`src/hw/rtl/crfr_pkg.sv`:
```
`timescale 1ns / 1ps
`default_nettype none

package crfr_pkg;

  localparam int FRAME_BYTES  = 31;
  localparam int LEGACY_BYTES = 29;

  localparam int POS_W    = 6;
  localparam int IDLE_W   = 8;
  localparam int LOCK_W   = 6;
  localparam int ADDR_W   = 5;
  localparam int DATA_W   = 32;

  localparam logic [POS_W-1:0]  POS_MAX  = '1;
  localparam logic [IDLE_W-1:0] IDLE_MAX = '1;

  localparam logic [7:0]        HEADER_RST  = 8'hA5;
  localparam logic [15:0]       POLY_RST    = 16'h8408;
  localparam logic [15:0]       START_RST   = 16'hFFFF;
  localparam logic [LOCK_W-1:0] THRESH_RST  = 6'd50;
  localparam logic [IDLE_W-1:0] TIMEOUT_RST = 8'd100;

  typedef enum logic [2:0] {
    REG_HEADER  = 3'd0,
    REG_POLY    = 3'd1,
    REG_START   = 3'd2,
    REG_THRESH  = 3'd3,
    REG_TIMEOUT = 3'd4
  } reg_idx_e;

  typedef enum logic {
    REQ_BYTE = 1'b0,
    REQ_TICK = 1'b1
  } req_e;

  typedef enum logic [1:0] {
    ST_BAD_HEADER = 2'd0,
    ST_CHECK_FAIL = 2'd1,
    ST_NEW_OK     = 2'd2,
    ST_LEGACY_OK  = 2'd3
  } status_e;

  typedef struct packed {
    logic [7:0]        header_value;
    logic [15:0]       crc_polynomial;
    logic [15:0]       crc_start;
    logic [LOCK_W-1:0] lock_threshold;
    logic [IDLE_W-1:0] timeout_ticks;
  } cfg_t;

  typedef struct packed {
    logic       req_type;
    logic [7:0] data_byte;
    logic       frame_end;
  } item_t;

  typedef struct packed {
    logic [1:0]        status;
    logic [31:0]       pitch_bits;
    logic [31:0]       yaw_bits;
    logic [31:0]       yaw_offset_bits;
    logic [31:0]       pitch_offset_bits;
    logic [31:0]       range_bits;
    logic              fire_advice;
    logic [31:0]       lateral_speed_bits;
    logic              tracking;
    logic [LOCK_W-1:0] lock_count;
  } result_t;

  // reflected byte-wise CRC16 update, table entry built on the fly
  function automatic logic [15:0] crc_byte(input logic [15:0] crc, input logic [7:0] b,
                                           input logic [15:0] poly);
    logic [15:0] c;
    c = {8'h00, crc[7:0] ^ b};
    for (int k = 0; k < 8; k++) begin
      c = c[0] ? ((c >> 1) ^ poly) : (c >> 1);
    end
    return (crc >> 8) ^ c;
  endfunction

endpackage

`default_nettype wire

```
`src/hw/rtl/crfr_in_if.sv`:
```
`timescale 1ns / 1ps
`default_nettype none

interface crfr_in_if;
  logic       valid;
  logic       ready;
  logic       req_type;
  logic [7:0] data_byte;
  logic       frame_end;

  modport source (output valid, output req_type, output data_byte, output frame_end,
                  input ready);
  modport sink (input valid, input req_type, input data_byte, input frame_end,
                output ready);
endinterface

`default_nettype wire

```
`src/hw/rtl/crfr_out_if.sv`:
```
`timescale 1ns / 1ps
`default_nettype none

interface crfr_out_if;
  logic        valid;
  logic        ready;
  logic [1:0]  status;
  logic [31:0] pitch_bits;
  logic [31:0] yaw_bits;
  logic [31:0] yaw_offset_bits;
  logic [31:0] pitch_offset_bits;
  logic [31:0] range_bits;
  logic        fire_advice;
  logic [31:0] lateral_speed_bits;
  logic        tracking;
  logic [5:0]  lock_count;

  modport source (output valid, output status, output pitch_bits, output yaw_bits,
                  output yaw_offset_bits, output pitch_offset_bits, output range_bits,
                  output fire_advice, output lateral_speed_bits, output tracking,
                  output lock_count, input ready);
  modport sink (input valid, input status, input pitch_bits, input yaw_bits,
                input yaw_offset_bits, input pitch_offset_bits, input range_bits,
                input fire_advice, input lateral_speed_bits, input tracking,
                input lock_count, output ready);
endinterface

`default_nettype wire

```
`src/hw/rtl/crfr_apb_regs.sv`:
```
`timescale 1ns / 1ps
`default_nettype none

module crfr_apb_regs (
  input  wire logic                         clk_i,
  input  wire logic                         rst_ni,
  input  wire logic                         psel,
  input  wire logic                         penable,
  input  wire logic                         pwrite,
  input  wire logic [crfr_pkg::ADDR_W-1:0] paddr,
  input  wire logic [crfr_pkg::DATA_W-1:0] pwdata,
  output logic      [crfr_pkg::DATA_W-1:0] prdata,
  output logic                              pready,
  output crfr_pkg::cfg_t                    cfg_o
);
  import crfr_pkg::*;

  cfg_t     cfg_q, cfg_d;
  reg_idx_e idx;
  logic     wr_en;

  assign idx    = reg_idx_e'(paddr[ADDR_W-1:2]);
  assign wr_en  = psel && penable && pwrite;
  assign pready = 1'b1;
  assign cfg_o  = cfg_q;

  always_comb begin
    cfg_d = cfg_q;
    if (wr_en) begin
      case (idx)
        REG_HEADER:  cfg_d.header_value   = pwdata[7:0];
        REG_POLY:    cfg_d.crc_polynomial = pwdata[15:0];
        REG_START:   cfg_d.crc_start      = pwdata[15:0];
        REG_THRESH:  cfg_d.lock_threshold = pwdata[LOCK_W-1:0];
        REG_TIMEOUT: cfg_d.timeout_ticks  = pwdata[IDLE_W-1:0];
        default: ;
      endcase
    end
  end

  always_comb begin
    prdata = '0;
    case (idx)
      REG_HEADER:  prdata = DATA_W'(cfg_q.header_value);
      REG_POLY:    prdata = DATA_W'(cfg_q.crc_polynomial);
      REG_START:   prdata = DATA_W'(cfg_q.crc_start);
      REG_THRESH:  prdata = DATA_W'(cfg_q.lock_threshold);
      REG_TIMEOUT: prdata = DATA_W'(cfg_q.timeout_ticks);
      default:     prdata = '0;
    endcase
  end

  always_ff @(posedge clk_i or negedge rst_ni) begin
    if (!rst_ni) begin
      cfg_q.header_value   <= HEADER_RST;
      cfg_q.crc_polynomial <= POLY_RST;
      cfg_q.crc_start      <= START_RST;
      cfg_q.lock_threshold <= THRESH_RST;
      cfg_q.timeout_ticks  <= TIMEOUT_RST;
    end else begin
      cfg_q <= cfg_d;
    end
  end

endmodule

`default_nettype wire

```
`src/hw/rtl/crfr_frame_core.sv`:
```
`timescale 1ns / 1ps
`default_nettype none

module crfr_frame_core (
  input  wire logic            clk_i,
  input  wire logic            rst_ni,
  input  wire crfr_pkg::cfg_t  cfg_i,
  input  wire logic            item_valid_i,
  input  wire crfr_pkg::item_t item_i,
  output logic                 take_o,
  output logic                 res_valid_o,
  output crfr_pkg::result_t    res_o,
  input  wire logic            res_ready_i
);
  import crfr_pkg::*;

  logic [POS_W-1:0]  pos_q, pos_d;
  logic [15:0]       crc_q, crc_d;
  logic [15:0]       leg_snap_q, leg_snap_d;
  logic [15:0]       new_snap_q, new_snap_d;
  logic [7:0]        store_q [FRAME_BYTES];
  logic [7:0]        store_d [FRAME_BYTES];
  logic [LOCK_W-1:0] lock_q, lock_d;
  logic              track_q, track_d;
  logic              seen_q, seen_d;
  logic [IDLE_W-1:0] idle_q, idle_d, idle_inc;
  logic              res_valid_q;
  result_t           res_q, res_d;

  logic              is_byte, is_last, produces;
  logic [15:0]       cur;
  logic              is_new, is_legacy, frame_ok, range_pos;
  status_e           status;
  logic [31:0]       range_w;

  assign is_byte  = (req_e'(item_i.req_type) == REQ_BYTE);
  assign is_last  = is_byte && item_i.frame_end;
  assign produces = is_last;
  assign take_o   = item_valid_i && (!produces || !res_valid_q || res_ready_i);
  assign idle_inc = (idle_q == IDLE_MAX) ? idle_q : idle_q + 1'b1;

  always_comb begin
    cur        = (pos_q == '0) ? cfg_i.crc_start : crc_q;
    leg_snap_d = (pos_q == POS_W'(LEGACY_BYTES - 2)) ? cur : leg_snap_q;
    new_snap_d = (pos_q == POS_W'(FRAME_BYTES - 2)) ? cur : new_snap_q;
    store_d    = store_q;
    crc_d      = cur;
    if (pos_q < POS_W'(FRAME_BYTES)) begin
      for (int k = 0; k < FRAME_BYTES; k++) begin
        if (pos_q == POS_W'(k)) store_d[k] = item_i.data_byte;
      end
      crc_d = crc_byte(cur, item_i.data_byte, cfg_i.crc_polynomial);
    end
    if (item_i.frame_end) pos_d = '0;
    else pos_d = (pos_q == POS_MAX) ? POS_MAX : pos_q + 1'b1;
  end

  always_comb begin
    is_new    = (pos_q >= POS_W'(FRAME_BYTES - 1)) &&
                (new_snap_d == {store_d[FRAME_BYTES-1], store_d[FRAME_BYTES-2]});
    is_legacy = !is_new && (pos_q >= POS_W'(LEGACY_BYTES - 1)) &&
                (leg_snap_d == {store_d[LEGACY_BYTES-1], store_d[LEGACY_BYTES-2]});
    if (store_d[0] != cfg_i.header_value) status = ST_BAD_HEADER;
    else if (is_new)                      status = ST_NEW_OK;
    else if (is_legacy)                   status = ST_LEGACY_OK;
    else                                  status = ST_CHECK_FAIL;
    frame_ok  = (status == ST_NEW_OK) || (status == ST_LEGACY_OK);
    range_w   = {store_d[20], store_d[19], store_d[18], store_d[17]};
    range_pos = !range_w[31] && (range_w[30:0] != '0) && (range_w[30:0] <= 31'h7F800000);
  end

  always_comb begin
    lock_d  = lock_q;
    track_d = track_q;
    seen_d  = seen_q;
    idle_d  = idle_q;
    if (!is_byte) begin
      idle_d = idle_inc;
      if (seen_q && (idle_inc > cfg_i.timeout_ticks)) begin
        lock_d  = '0;
        track_d = 1'b0;
      end
    end else if (is_last) begin
      if (frame_ok) begin
        seen_d = 1'b1;
        idle_d = '0;
        if (!range_pos) lock_d = '0;
        else if (lock_q < cfg_i.lock_threshold) lock_d = lock_q + 1'b1;
        track_d = (lock_d >= cfg_i.lock_threshold);
      end else if (seen_q && (idle_q > cfg_i.timeout_ticks)) begin
        lock_d  = '0;
        track_d = 1'b0;
      end
    end
  end

  always_comb begin
    res_d        = '0;
    res_d.status = status;
    if (frame_ok) begin
      res_d.pitch_bits        = {store_d[4], store_d[3], store_d[2], store_d[1]};
      res_d.yaw_bits          = {store_d[8], store_d[7], store_d[6], store_d[5]};
      res_d.yaw_offset_bits   = {store_d[12], store_d[11], store_d[10], store_d[9]};
      res_d.pitch_offset_bits = {store_d[16], store_d[15], store_d[14], store_d[13]};
      res_d.range_bits        = range_w;
      res_d.fire_advice       = store_d[21][0];
      if (status == ST_NEW_OK) begin
        res_d.lateral_speed_bits = {store_d[28], store_d[27], store_d[26], store_d[25]};
      end
    end
    res_d.tracking   = track_d;
    res_d.lock_count = lock_d;
  end

  always_ff @(posedge clk_i or negedge rst_ni) begin
    if (!rst_ni) begin
      pos_q       <= '0;
      crc_q       <= '0;
      leg_snap_q  <= '0;
      new_snap_q  <= '0;
      lock_q      <= '0;
      track_q     <= 1'b0;
      seen_q      <= 1'b0;
      idle_q      <= '0;
      res_valid_q <= 1'b0;
    end else begin
      if (take_o) begin
        if (is_byte) begin
          pos_q      <= pos_d;
          crc_q      <= crc_d;
          leg_snap_q <= leg_snap_d;
          new_snap_q <= new_snap_d;
        end
        lock_q  <= lock_d;
        track_q <= track_d;
        seen_q  <= seen_d;
        idle_q  <= idle_d;
      end
      if (take_o && produces) res_valid_q <= 1'b1;
      else if (res_ready_i)   res_valid_q <= 1'b0;
    end
  end

  always_ff @(posedge clk_i) begin
    if (take_o && is_byte) store_q <= store_d;
    if (take_o && produces) res_q <= res_d;
  end

  assign res_valid_o = res_valid_q;
  assign res_o       = res_q;

endmodule

`default_nettype wire

```
`src/hw/rtl/crc_checked_frame_receiver_unit.sv`:
```
// Frame receiver with CRC16 check and target lock tracking.
// in_i carries one beat per received byte (req_type 0, frame_end marks the
// last byte of a frame) or per timer tick (req_type 1). out_o carries
// one result beat for every byte beat with frame_end set, none otherwise.
// Configuration registers sit on the APB port at byte addresses 0, 4, 8, 12
// and 16; pready is always high.
// A result passes through the input register and then the result register;
// the core takes a frame-end beat only once any pending result has been
// taken. Throughput: one beat per cycle while out_o takes results; the byte
// CRC update and frame check are combinational.
// Reset clears the byte position, lock counter, tracking, idle tick count
// and the valid flags of both beat registers, and loads the register
// defaults; stored frame bytes are not cleared.
// When the receiver on out_o stalls, the result holds. Ticks and bytes that
// do not end a frame keep flowing; a frame-end byte waits in the input
// register and in_i.ready drops until the pending result is taken.
`timescale 1ns / 1ps
`default_nettype none

module crc_checked_frame_receiver_unit (
  input  wire logic                         clk_i,
  input  wire logic                         rst_ni,
  crfr_in_if.sink                           in_i,
  crfr_out_if.source                        out_o,
  input  wire logic                         psel,
  input  wire logic                         penable,
  input  wire logic                         pwrite,
  input  wire logic [crfr_pkg::ADDR_W-1:0] paddr,
  input  wire logic [crfr_pkg::DATA_W-1:0] pwdata,
  output logic      [crfr_pkg::DATA_W-1:0] prdata,
  output logic                              pready
);
  import crfr_pkg::*;

  cfg_t    cfg;
  item_t   item_q;
  logic    in_valid_q;
  logic    take;
  logic    res_valid;
  result_t res;
  logic    accept;

  crfr_apb_regs u_regs (
    .clk_i   (clk_i),
    .rst_ni  (rst_ni),
    .psel    (psel),
    .penable (penable),
    .pwrite  (pwrite),
    .paddr   (paddr),
    .pwdata  (pwdata),
    .prdata  (prdata),
    .pready  (pready),
    .cfg_o   (cfg)
  );

  assign in_i.ready = !in_valid_q || take;
  assign accept     = in_i.valid && in_i.ready;

  always_ff @(posedge clk_i or negedge rst_ni) begin
    if (!rst_ni) begin
      in_valid_q <= 1'b0;
    end else if (accept) begin
      in_valid_q <= 1'b1;
    end else if (take) begin
      in_valid_q <= 1'b0;
    end
  end

  always_ff @(posedge clk_i) begin
    if (accept) begin
      item_q.req_type  <= in_i.req_type;
      item_q.data_byte <= in_i.data_byte;
      item_q.frame_end <= in_i.frame_end;
    end
  end

  crfr_frame_core u_core (
    .clk_i        (clk_i),
    .rst_ni       (rst_ni),
    .cfg_i        (cfg),
    .item_valid_i (in_valid_q),
    .item_i       (item_q),
    .take_o       (take),
    .res_valid_o  (res_valid),
    .res_o        (res),
    .res_ready_i  (out_o.ready)
  );

  assign out_o.valid              = res_valid;
  assign out_o.status             = res.status;
  assign out_o.pitch_bits         = res.pitch_bits;
  assign out_o.yaw_bits           = res.yaw_bits;
  assign out_o.yaw_offset_bits    = res.yaw_offset_bits;
  assign out_o.pitch_offset_bits  = res.pitch_offset_bits;
  assign out_o.range_bits         = res.range_bits;
  assign out_o.fire_advice        = res.fire_advice;
  assign out_o.lateral_speed_bits = res.lateral_speed_bits;
  assign out_o.tracking           = res.tracking;
  assign out_o.lock_count         = res.lock_count;

endmodule

`default_nettype wire
```
`src/flat_wrapper.sv`:
```
// flat-port wrapper written by rule: the top's interface ports become plain ports
module crc_checked_frame_receiver_unit_flat import crfr_pkg::*;
  (clk_i, rst_ni, psel, penable, pwrite, paddr, pwdata, prdata, pready, in_i_valid, in_i_req_type, in_i_data_byte, in_i_frame_end, in_i_ready, out_o_valid, out_o_status, out_o_pitch_bits, out_o_yaw_bits, out_o_yaw_offset_bits, out_o_pitch_offset_bits, out_o_range_bits, out_o_fire_advice, out_o_lateral_speed_bits, out_o_tracking, out_o_lock_count, out_o_ready);
  crfr_in_if in_i_i ();
  crfr_out_if out_o_i ();
  input  wire logic clk_i;
  input  wire logic rst_ni;
  input  wire logic psel;
  input  wire logic penable;
  input  wire logic pwrite;
  input  wire logic [crfr_pkg::ADDR_W-1:0] paddr;
  input  wire logic [crfr_pkg::DATA_W-1:0] pwdata;
  output logic      [crfr_pkg::DATA_W-1:0] prdata;
  output logic pready;
  input wire logic [$bits(in_i_i.valid)-1:0] in_i_valid;
  input wire logic [$bits(in_i_i.req_type)-1:0] in_i_req_type;
  input wire logic [$bits(in_i_i.data_byte)-1:0] in_i_data_byte;
  input wire logic [$bits(in_i_i.frame_end)-1:0] in_i_frame_end;
  output wire logic [$bits(in_i_i.ready)-1:0] in_i_ready;
  output wire logic [$bits(out_o_i.valid)-1:0] out_o_valid;
  output wire logic [$bits(out_o_i.status)-1:0] out_o_status;
  output wire logic [$bits(out_o_i.pitch_bits)-1:0] out_o_pitch_bits;
  output wire logic [$bits(out_o_i.yaw_bits)-1:0] out_o_yaw_bits;
  output wire logic [$bits(out_o_i.yaw_offset_bits)-1:0] out_o_yaw_offset_bits;
  output wire logic [$bits(out_o_i.pitch_offset_bits)-1:0] out_o_pitch_offset_bits;
  output wire logic [$bits(out_o_i.range_bits)-1:0] out_o_range_bits;
  output wire logic [$bits(out_o_i.fire_advice)-1:0] out_o_fire_advice;
  output wire logic [$bits(out_o_i.lateral_speed_bits)-1:0] out_o_lateral_speed_bits;
  output wire logic [$bits(out_o_i.tracking)-1:0] out_o_tracking;
  output wire logic [$bits(out_o_i.lock_count)-1:0] out_o_lock_count;
  input wire logic [$bits(out_o_i.ready)-1:0] out_o_ready;
  assign in_i_i.valid = in_i_valid;
  assign in_i_i.req_type = in_i_req_type;
  assign in_i_i.data_byte = in_i_data_byte;
  assign in_i_i.frame_end = in_i_frame_end;
  assign in_i_ready = in_i_i.ready;
  assign out_o_valid = out_o_i.valid;
  assign out_o_status = out_o_i.status;
  assign out_o_pitch_bits = out_o_i.pitch_bits;
  assign out_o_yaw_bits = out_o_i.yaw_bits;
  assign out_o_yaw_offset_bits = out_o_i.yaw_offset_bits;
  assign out_o_pitch_offset_bits = out_o_i.pitch_offset_bits;
  assign out_o_range_bits = out_o_i.range_bits;
  assign out_o_fire_advice = out_o_i.fire_advice;
  assign out_o_lateral_speed_bits = out_o_i.lateral_speed_bits;
  assign out_o_tracking = out_o_i.tracking;
  assign out_o_lock_count = out_o_i.lock_count;
  assign out_o_i.ready = out_o_ready;
  crc_checked_frame_receiver_unit u_core (.clk_i(clk_i), .rst_ni(rst_ni), .in_i(in_i_i), .out_o(out_o_i), .psel(psel), .penable(penable), .pwrite(pwrite), .paddr(paddr), .pwdata(pwdata), .prdata(prdata), .pready(pready));
endmodule
```
`config.mk`:
```
export PLATFORM = sky130hd
export DESIGN_NAME = crc_checked_frame_receiver_unit_flat
export DESIGN_NICKNAME = d
export VERILOG_FILES = /design/src/hw/rtl/crfr_pkg.sv /design/src/hw/rtl/crfr_in_if.sv /design/src/hw/rtl/crfr_out_if.sv /design/src/hw/rtl/crfr_apb_regs.sv /design/src/hw/rtl/crfr_frame_core.sv /design/src/hw/rtl/crc_checked_frame_receiver_unit.sv /design/src/flat_wrapper.sv
export SDC_FILE = /design/constraint.sdc
export NUM_CORES = 1
export LEC_CHECK = 0
export BUFFER_PORTS_ARGS = -buffer_cell sky130_fd_sc_hd__buf_2
export CAP_MARGIN = 20
export CORE_ASPECT_RATIO = 0.6
export CORE_MARGIN = 1
export CORE_UTILIZATION = 52
export CTS_CLUSTER_DIAMETER = 120
export DETAILED_ROUTE_END_ITERATION = 6
export PLACE_DENSITY = 0.72
export SYNTH_ARGS = -nofsm -noshare
export SYNTH_HDL_FRONTEND = slang
export SYNTH_SLANG_ARGS = --single-unit
```
`constraint.sdc`:
```
create_clock -name clk_i -period 16.3 [get_ports clk_i]
set_clock_uncertainty 0.05 [all_clocks]
set_input_delay 4.075 -clock clk_i [delete_from_list [all_inputs] [get_ports clk_i]]
set_output_delay 4.075 -clock clk_i [all_outputs]
set_load 0.05 [all_outputs]
```
==> results of run 1 <==
-- synthesized netlist by cell type (13+ instances only) --
library cell,instances,share of area
a21oi_1,84,0.016
o21ai_1,19,0.0035
xnor2_1,86,0.028
xor2_1,41,0.013
nor2b_1,170,0.039
dfrtp_1,97,0.090
ha_1,33,0.015
nand3_1,36,0.0067
mux2_2,202,0.084
a22oi_1,21,0.0058
o21ai_0,106,0.020
dfstp_2,29,0.028
inv_1,66,0.0092
nor3_1,18,0.0033
buf_4,19,0.0053
nand2b_1,23,0.0053
edfxtp_1,429,0.48
nor2_1,149,0.021
nand4_1,15,0.0035
mux2i_1,51,0.019
and2_1,13,0.0030
nand2_1,196,0.027
clkbuf_1,116,0.016
-- routing by layer --
metal | GRT usage | up-vias | wire length (µm)
met5 | 0 | - | 0
met4 | 0.0490 | 0 | 1070
met3 | 0.0353 | 84 | 4140
met2 | 0.374 | 622 | 29900
met1 | 0.395 | 8969 | 32800
li1 | - | 8181 | -
-- cells by family after synthesis --
| family | Yosys count | share of synthesized area |
|---|---|---|
| simple gates | 663 | 0.120 |
| mux | 256 | 0.105 |
| flops | 555 | 0.595 |
| fa+ha+maj | 33 | 0.0153 |
| compound gates | 322 | 0.0746 |
| xor+xnor | 145 | 0.0560 |
| buf+inv | 214 | 0.0333 |
| other cells | 2 | 0.000278 |
-- flip-flops by register name, indices dropped and copies added (netlist names), 8 cells and up --
| signal | cells |
|---|---|
| u_core.item_q | 10 |
| u_core.u_core.leg_snap_q | 16 |
| u_core.u_core.store_q | 217 |
| u_core.u_core.new_snap_q | 16 |
| u_core.u_core.res_o | 202 |
| u_core.u_core.idle_q | 8 |
| u_core.u_regs.cfg_o | 54 |
| u_core.u_core.crc_q | 16 |
-- where the power goes --
part           total (mW)  leakage [nW]  internal (mW)  switching (mW)
clock                1.16         0.782          0.636           0.528
combinational        1.75          5.44          0.811           0.941
sequential           1.74          5.66           1.64           0.101
total                4.65          11.9           3.08            1.57
-- worst max-delay path: stages --
cell and delay, ns:
buf_2 0.33, nor2b_1 0.77, a22oi_1 0.22, nor2_1 0.21, buf_2 0.29
-- metrics by stage --
| stage | power, mW | hold WS [ns] | worst slack [ns] | utilization | std cells |
|---|---|---|---|---|---|
| final | 4.65 | 0.442 | 6.26 | 0.595 | 3120 |
| after global routing | 4.87 | 0.475 | 6.09 | 0.595 | 3120 |
| after floorplan | 3.17 | 0.394 | 2.31 | - | 2205 |
| after detailed placement | 3.48 | 0.425 | 6.25 | 0.563 | 3027 |
| after global placement | 3.42 | 0.417 | 6.32 | 0.563 | 3027 |
| after CTS | 4.64 | 0.439 | 6.24 | 0.594 | 3115 |
-- area by class of cell --
class,count,area share
tap,693,0.0285
multi-input combinational,1436,0.333
clock inverter,19,0.00560
sequential,555,0.529
inverter,66,0.00840
clock buffer,69,0.0462
antenna,2,0.000165
timing repair buffer,280,0.0491
-- worst paths after layout --
check                                             from                           to  slack, ns  cells past startpoint
worst max-delay path                          paddr[3]                    prdata[8]       6.26                      5
worst min-delay path            u_core.u_core.crc_q[8]       u_core.u_core.crc_q[8]       0.44                      2
worst max register to register  u_core.u_core.pos_q[0]       u_core.u_core.crc_q[1]       9.64                     17
worst min register to register  u_core.u_core.crc_q[8]       u_core.u_core.crc_q[8]       0.44                      2
max in group asynchronous                       rst_ni  u_core.u_core.new_snap_q[3]      11.19                      2
min in group asynchronous                       rst_ni      u_core.u_core.idle_q[3]       3.51                      1
==> impl_metrics.json, run 1 <==
{
  "worstPathArrival_ns": 5.92,
  "cts.hold.buffers_added": 0,
  "cts_resized": 0,
  "row_count": 64,
  "cts_root_buf": "clkbuf_16",
  "core_um2": 51100,
  "synth_area_um2": 27000,
  "grt.total_usage": 0.253,
  "io_buffers": 255,
  "cts_tree": "yes",
  "synth_edf_count": 429,
  "cp.required_ns": 12.18,
  "area_growth_pct": 12.5,
  "syn_area_per_cell_um2": 12.3,
  "rsz0062_at_grt": "no",
  "cts_made_buffers": 50,
  "seq_area_frac_synth": 0.595,
  "post_drt_wl_per_cell_um": 21.8,
  "path_max_fanout": 21,
  "post_cts_buffers": 0,
  "seqCellArea_um2": 16100,
  "cts.sink_count": 555,
  "die_width_um": 296,
  "vias": 17900,
  "die_h_um": 178,
  "multi_input_area_um2": 10100,
  "gp_congestion": 0.882,
  "synth-seq-cells": 555,
  "dieArea_um2": 52900,
  "grt_pass1_wl_um": 101000,
  "num-fill-cells": 4136,
  "grt_remaining_overflow": 0,
  "top_level_ports": 291,
  "maxCapViolCount": 0,
  "drc_errors": 0,
  "fin_nets": 2476,
  "dpl_cell_area_um2": 28800,
  "crit_path_end_kind": "output port",
  "crit_type": "input pin to output port",
  "status": "finished, final reports clean",
  "path_clk_slew_ns": 0.06,
  "wl_um": 67900,
  "antenna_found_initial": 2,
  "powerDensity_nw_per_um2": 153,
  "fin_tns_setup_ns": 0,
  "synth_warnings": 0,
  "leakagePower_nw": 11.9,
  "h-tree-depth": 2,
  "start_kind": "input pin",
  "clkLatencyLatePin_ns": 0.59,
  "clockBufferDepth": 3,
  "worstHoldPathType": "flip-flop to flip-flop",
  "detail-route-antenna-nets": 0,
  "yosysUniqueCellTypes": 83,
  "ir_worst_vdd_v": 0.000173,
  "maxSlewHeadroom": 0.241,
  "finalSetupViolations": 0,
  "fin_crit_ns": 10.04,
  "period_share": 0.616,
  "drt_pass1_iterations": 5,
  "initial_core_util": 0.528,
  "hold_viol": 0,
  "syn_inst": 2190,
  "grt_max_degree": 170,
  "synthArstFlopShare": 0.227,
  "tightest_slew_ns": 1.13,
  "drtIter0Drc": 1520,
  "final_area_um2": 30400,
  "synth_top_flop_cell": "edfxtp_1",
  "grt_pass1_vias": 17000,
  "finalMaxSlewViolations": 0,
  "fmax_ghz": 0.0996,
  "layout_common_cells": "edfxtp_1, buf_2, mux2_2",
  "via_per_inst": 5.72,
  "hpwl_um": 44900,
  "final_common_cell": "edfxtp_1",
  "drive_gt1_frac": 0.255
}
No activity file was read; power rests on OpenSTA's default activity.
==> inputs of run 2 (changes only) <==
--- a/config.mk
+++ b/config.mk
@@ -12,7 +12,7 @@
 export CORE_UTILIZATION = 52
 export CTS_CLUSTER_DIAMETER = 120
 export DETAILED_ROUTE_END_ITERATION = 6
-export PLACE_DENSITY = 0.72
+export PLACE_DENSITY = 0.75
 export SYNTH_ARGS = -nofsm -noshare
 export SYNTH_HDL_FRONTEND = slang
 export SYNTH_SLANG_ARGS = --single-unit
==> constraint.sdc (replaced) <==
create_clock -name clk_i -period 8.3 [get_ports clk_i]
set_clock_uncertainty 0.05 [all_clocks]
set_input_delay 2.075 -clock clk_i [delete_from_list [all_inputs] [get_ports clk_i]]
set_output_delay 2.075 -clock clk_i [all_outputs]
set_load 0.05 [all_outputs]
==> impl_metrics.json, run 2 (same netlist as run 1, synthesis figures left out) <==
{
  "fmax_ghz": 0.163,
  "path_cells": "nor3_4, a22oi_1, or2_1, xnor2_1, nand2_1, xnor2_2, xnor2_1, mux2_2, and3_1, o221a_2, a211oi_2, o21ai_0, xnor3_1, o21ai_1",
  "grt_max_degree": 169,
  "fin_crit_ns": 6.13,
  "crit_type": "flip-flop to flip-flop",
  "via_per_inst": 5.72,
  "antenna_found_initial": 1,
  "r2r_cells": 14,
  "post_cts_buffers": 0,
  "die_width_um": 296,
  "worstPathArrival_ns": 6.49,
  "clkLatencyLatePin_ns": 0.58,
  "cts.sink_count": 555,
  "gp_congestion": 0.878,
  "status": "finished, final reports clean",
  "path_max_fanout": 15,
  "cts_root_buf": "clkbuf_16",
  "h-tree-depth": 2,
  "clockBufferDepth": 3,
  "dieArea_um2": 52900,
  "die_h_um": 178,
  "max_flop_register": "u_core.u_core.store_q",
  "cp.required_ns": 8.67,
  "rrSetupSlack_ns": 2.17,
  "vias": 17900,
  "fin_cells": 3125,
  "drc_errors": 0,
  "detail-route-antenna-nets": 0,
  "maxSlewHeadroom": 0.245,
  "post_drt_wl_per_cell_um": 21.5,
  "r2r-end": "u_core.u_core.crc_q[1]",
  "hold_viol": 0,
  "layout_common_cells": "edfxtp_1, buf_2, mux2_2",
  "grt_pass1_wl_um": 103000,
  "finalSetupViolations": 0,
  "grt_remaining_overflow": 0,
  "numPlacedInstances": 3031,
  "drive_gt1_frac": 0.259,
  "crit_start": "u_core.u_core.pos_q[5]",
  "start_kind": "flip-flop",
  "cts_resized": 0,
  "hpwl_um": 44800,
  "rsz0062_at_grt": "no",
  "endpoint": "u_core.u_core.crc_q[1]",
  "grt_pass1_vias": 17100,
  "finalMaxSlewViolations": 0,
  "powerDensity_nw_per_um2": 302,
  "row_count": 64,
  "n_antenna_cell": 0,
  "area_growth_pct": 12.8,
  "initial_core_util": 0.528,
  "largest_reg_flops": 217,
  "fin_tns_setup_ns": 0,
  "cts_made_buffers": 50,
  "io_buffers": 255,
  "path_clk_slew_ns": 0.07,
  "drt_pass1_iterations": 6,
  "final_common_cell": "edfxtp_1",
  "core_um2": 51100,
  "wl_um": 67200,
  "worstHoldPathType": "flip-flop to flip-flop",
  "cts_tree": "yes",
  "crit_path_end_kind": "flip-flop",
  "ir_worst_vdd_v": 0.000296,
  "crit_top_cell": "xnor2_1",
  "hold_ws_ns": 0.442,
  "fin_nets": 2478,
  "cp_slowest_cell": "xnor2_1",
  "grt.total_usage": 0.254,
  "cpPeakStageDelay_ns": 0.89,
  "cts.hold.buffers_added": 0,
  "leakagePower_nw": 11.9,
  "top_level_ports": 291,
  "period_share": 0.738,
  "tightest_slew_ns": 1.13,
  "r2r-start": "u_core.u_core.pos_q[5]",
  "drtIter0Drc": 1675,
  "maxCapViolCount": 0
}
## run 2: where the power goes
| part | total (mW) | internal [mW] | switching, mW |
|---|---|---|---|
| combinational | 3.43 | 1.60 | 1.84 |
| sequential | 3.41 | 3.22 | 0.198 |
| clock | 2.35 | 1.30 | 1.05 |
| total | 9.19 | 6.11 | 3.09 |
## run 2: stage by stage
| step | total power, mW | instance area (µm²) | setup slack [ns] | util |
|---|---|---|---|---|
| after floorplan | 6.20 | 27100 | 1.74 | - |
| after global placement | 6.76 | 28800 | 2.28 | 0.564 |
| after detailed placement | 6.85 | 28800 | 2.28 | 0.564 |
| after CTS | 9.19 | 30500 | 2.25 | 0.596 |
| after global routing | 9.63 | 30500 | 1.81 | 0.596 |
| final | 9.19 | 30500 | 2.17 | 0.596 |
## run 2: worst min path at each step
stage | from | end | slack (ns) | cells after the start
CTS | u_core.u_core.crc_q[15] | u_core.u_core.crc_q[15] | 0.44 | 2
global route | u_core.u_core.crc_q[12] | u_core.u_core.crc_q[12] | 0.47 | 2
detailed placement | u_core.u_core.crc_q[12] | u_core.u_core.crc_q[12] | 0.43 | 2
floorplan | u_core.u_core.crc_q[5] | u_core.u_core.crc_q[5] | 0.39 | 2
finish | u_core.u_core.crc_q[13] | u_core.u_core.crc_q[13] | 0.44 | 2
global placement | u_core.u_core.crc_q[6] | u_core.u_core.crc_q[6] | 0.42 | 2
## run 2: critical path: cells and delay by family, from the launching register on
family          cells  cell delay, ns
flops               1            0.57
compound gates      5            1.79
simple gates        4            1.54
xor+xnor            4            1.65
mux                 1            0.38
## run 2: final cells by class
cell class              instances  area, µm²
clock buffers                  56       1300
clock inverters                37        347
fillers                      4088      20600
inverters                      66        255
multi-input cells            1436      10100
flip-flops and latches        555      16100
well taps                     693        867
repair buffers                282       1490
## run 2: metal layers
metal  vias up  track usage  share of wire
li1       8183            -              -
met4         0       0.0513          0.017
met1      8933        0.388           0.46
met2       683        0.381           0.45
met3        78       0.0402          0.072
met5         -            0              0
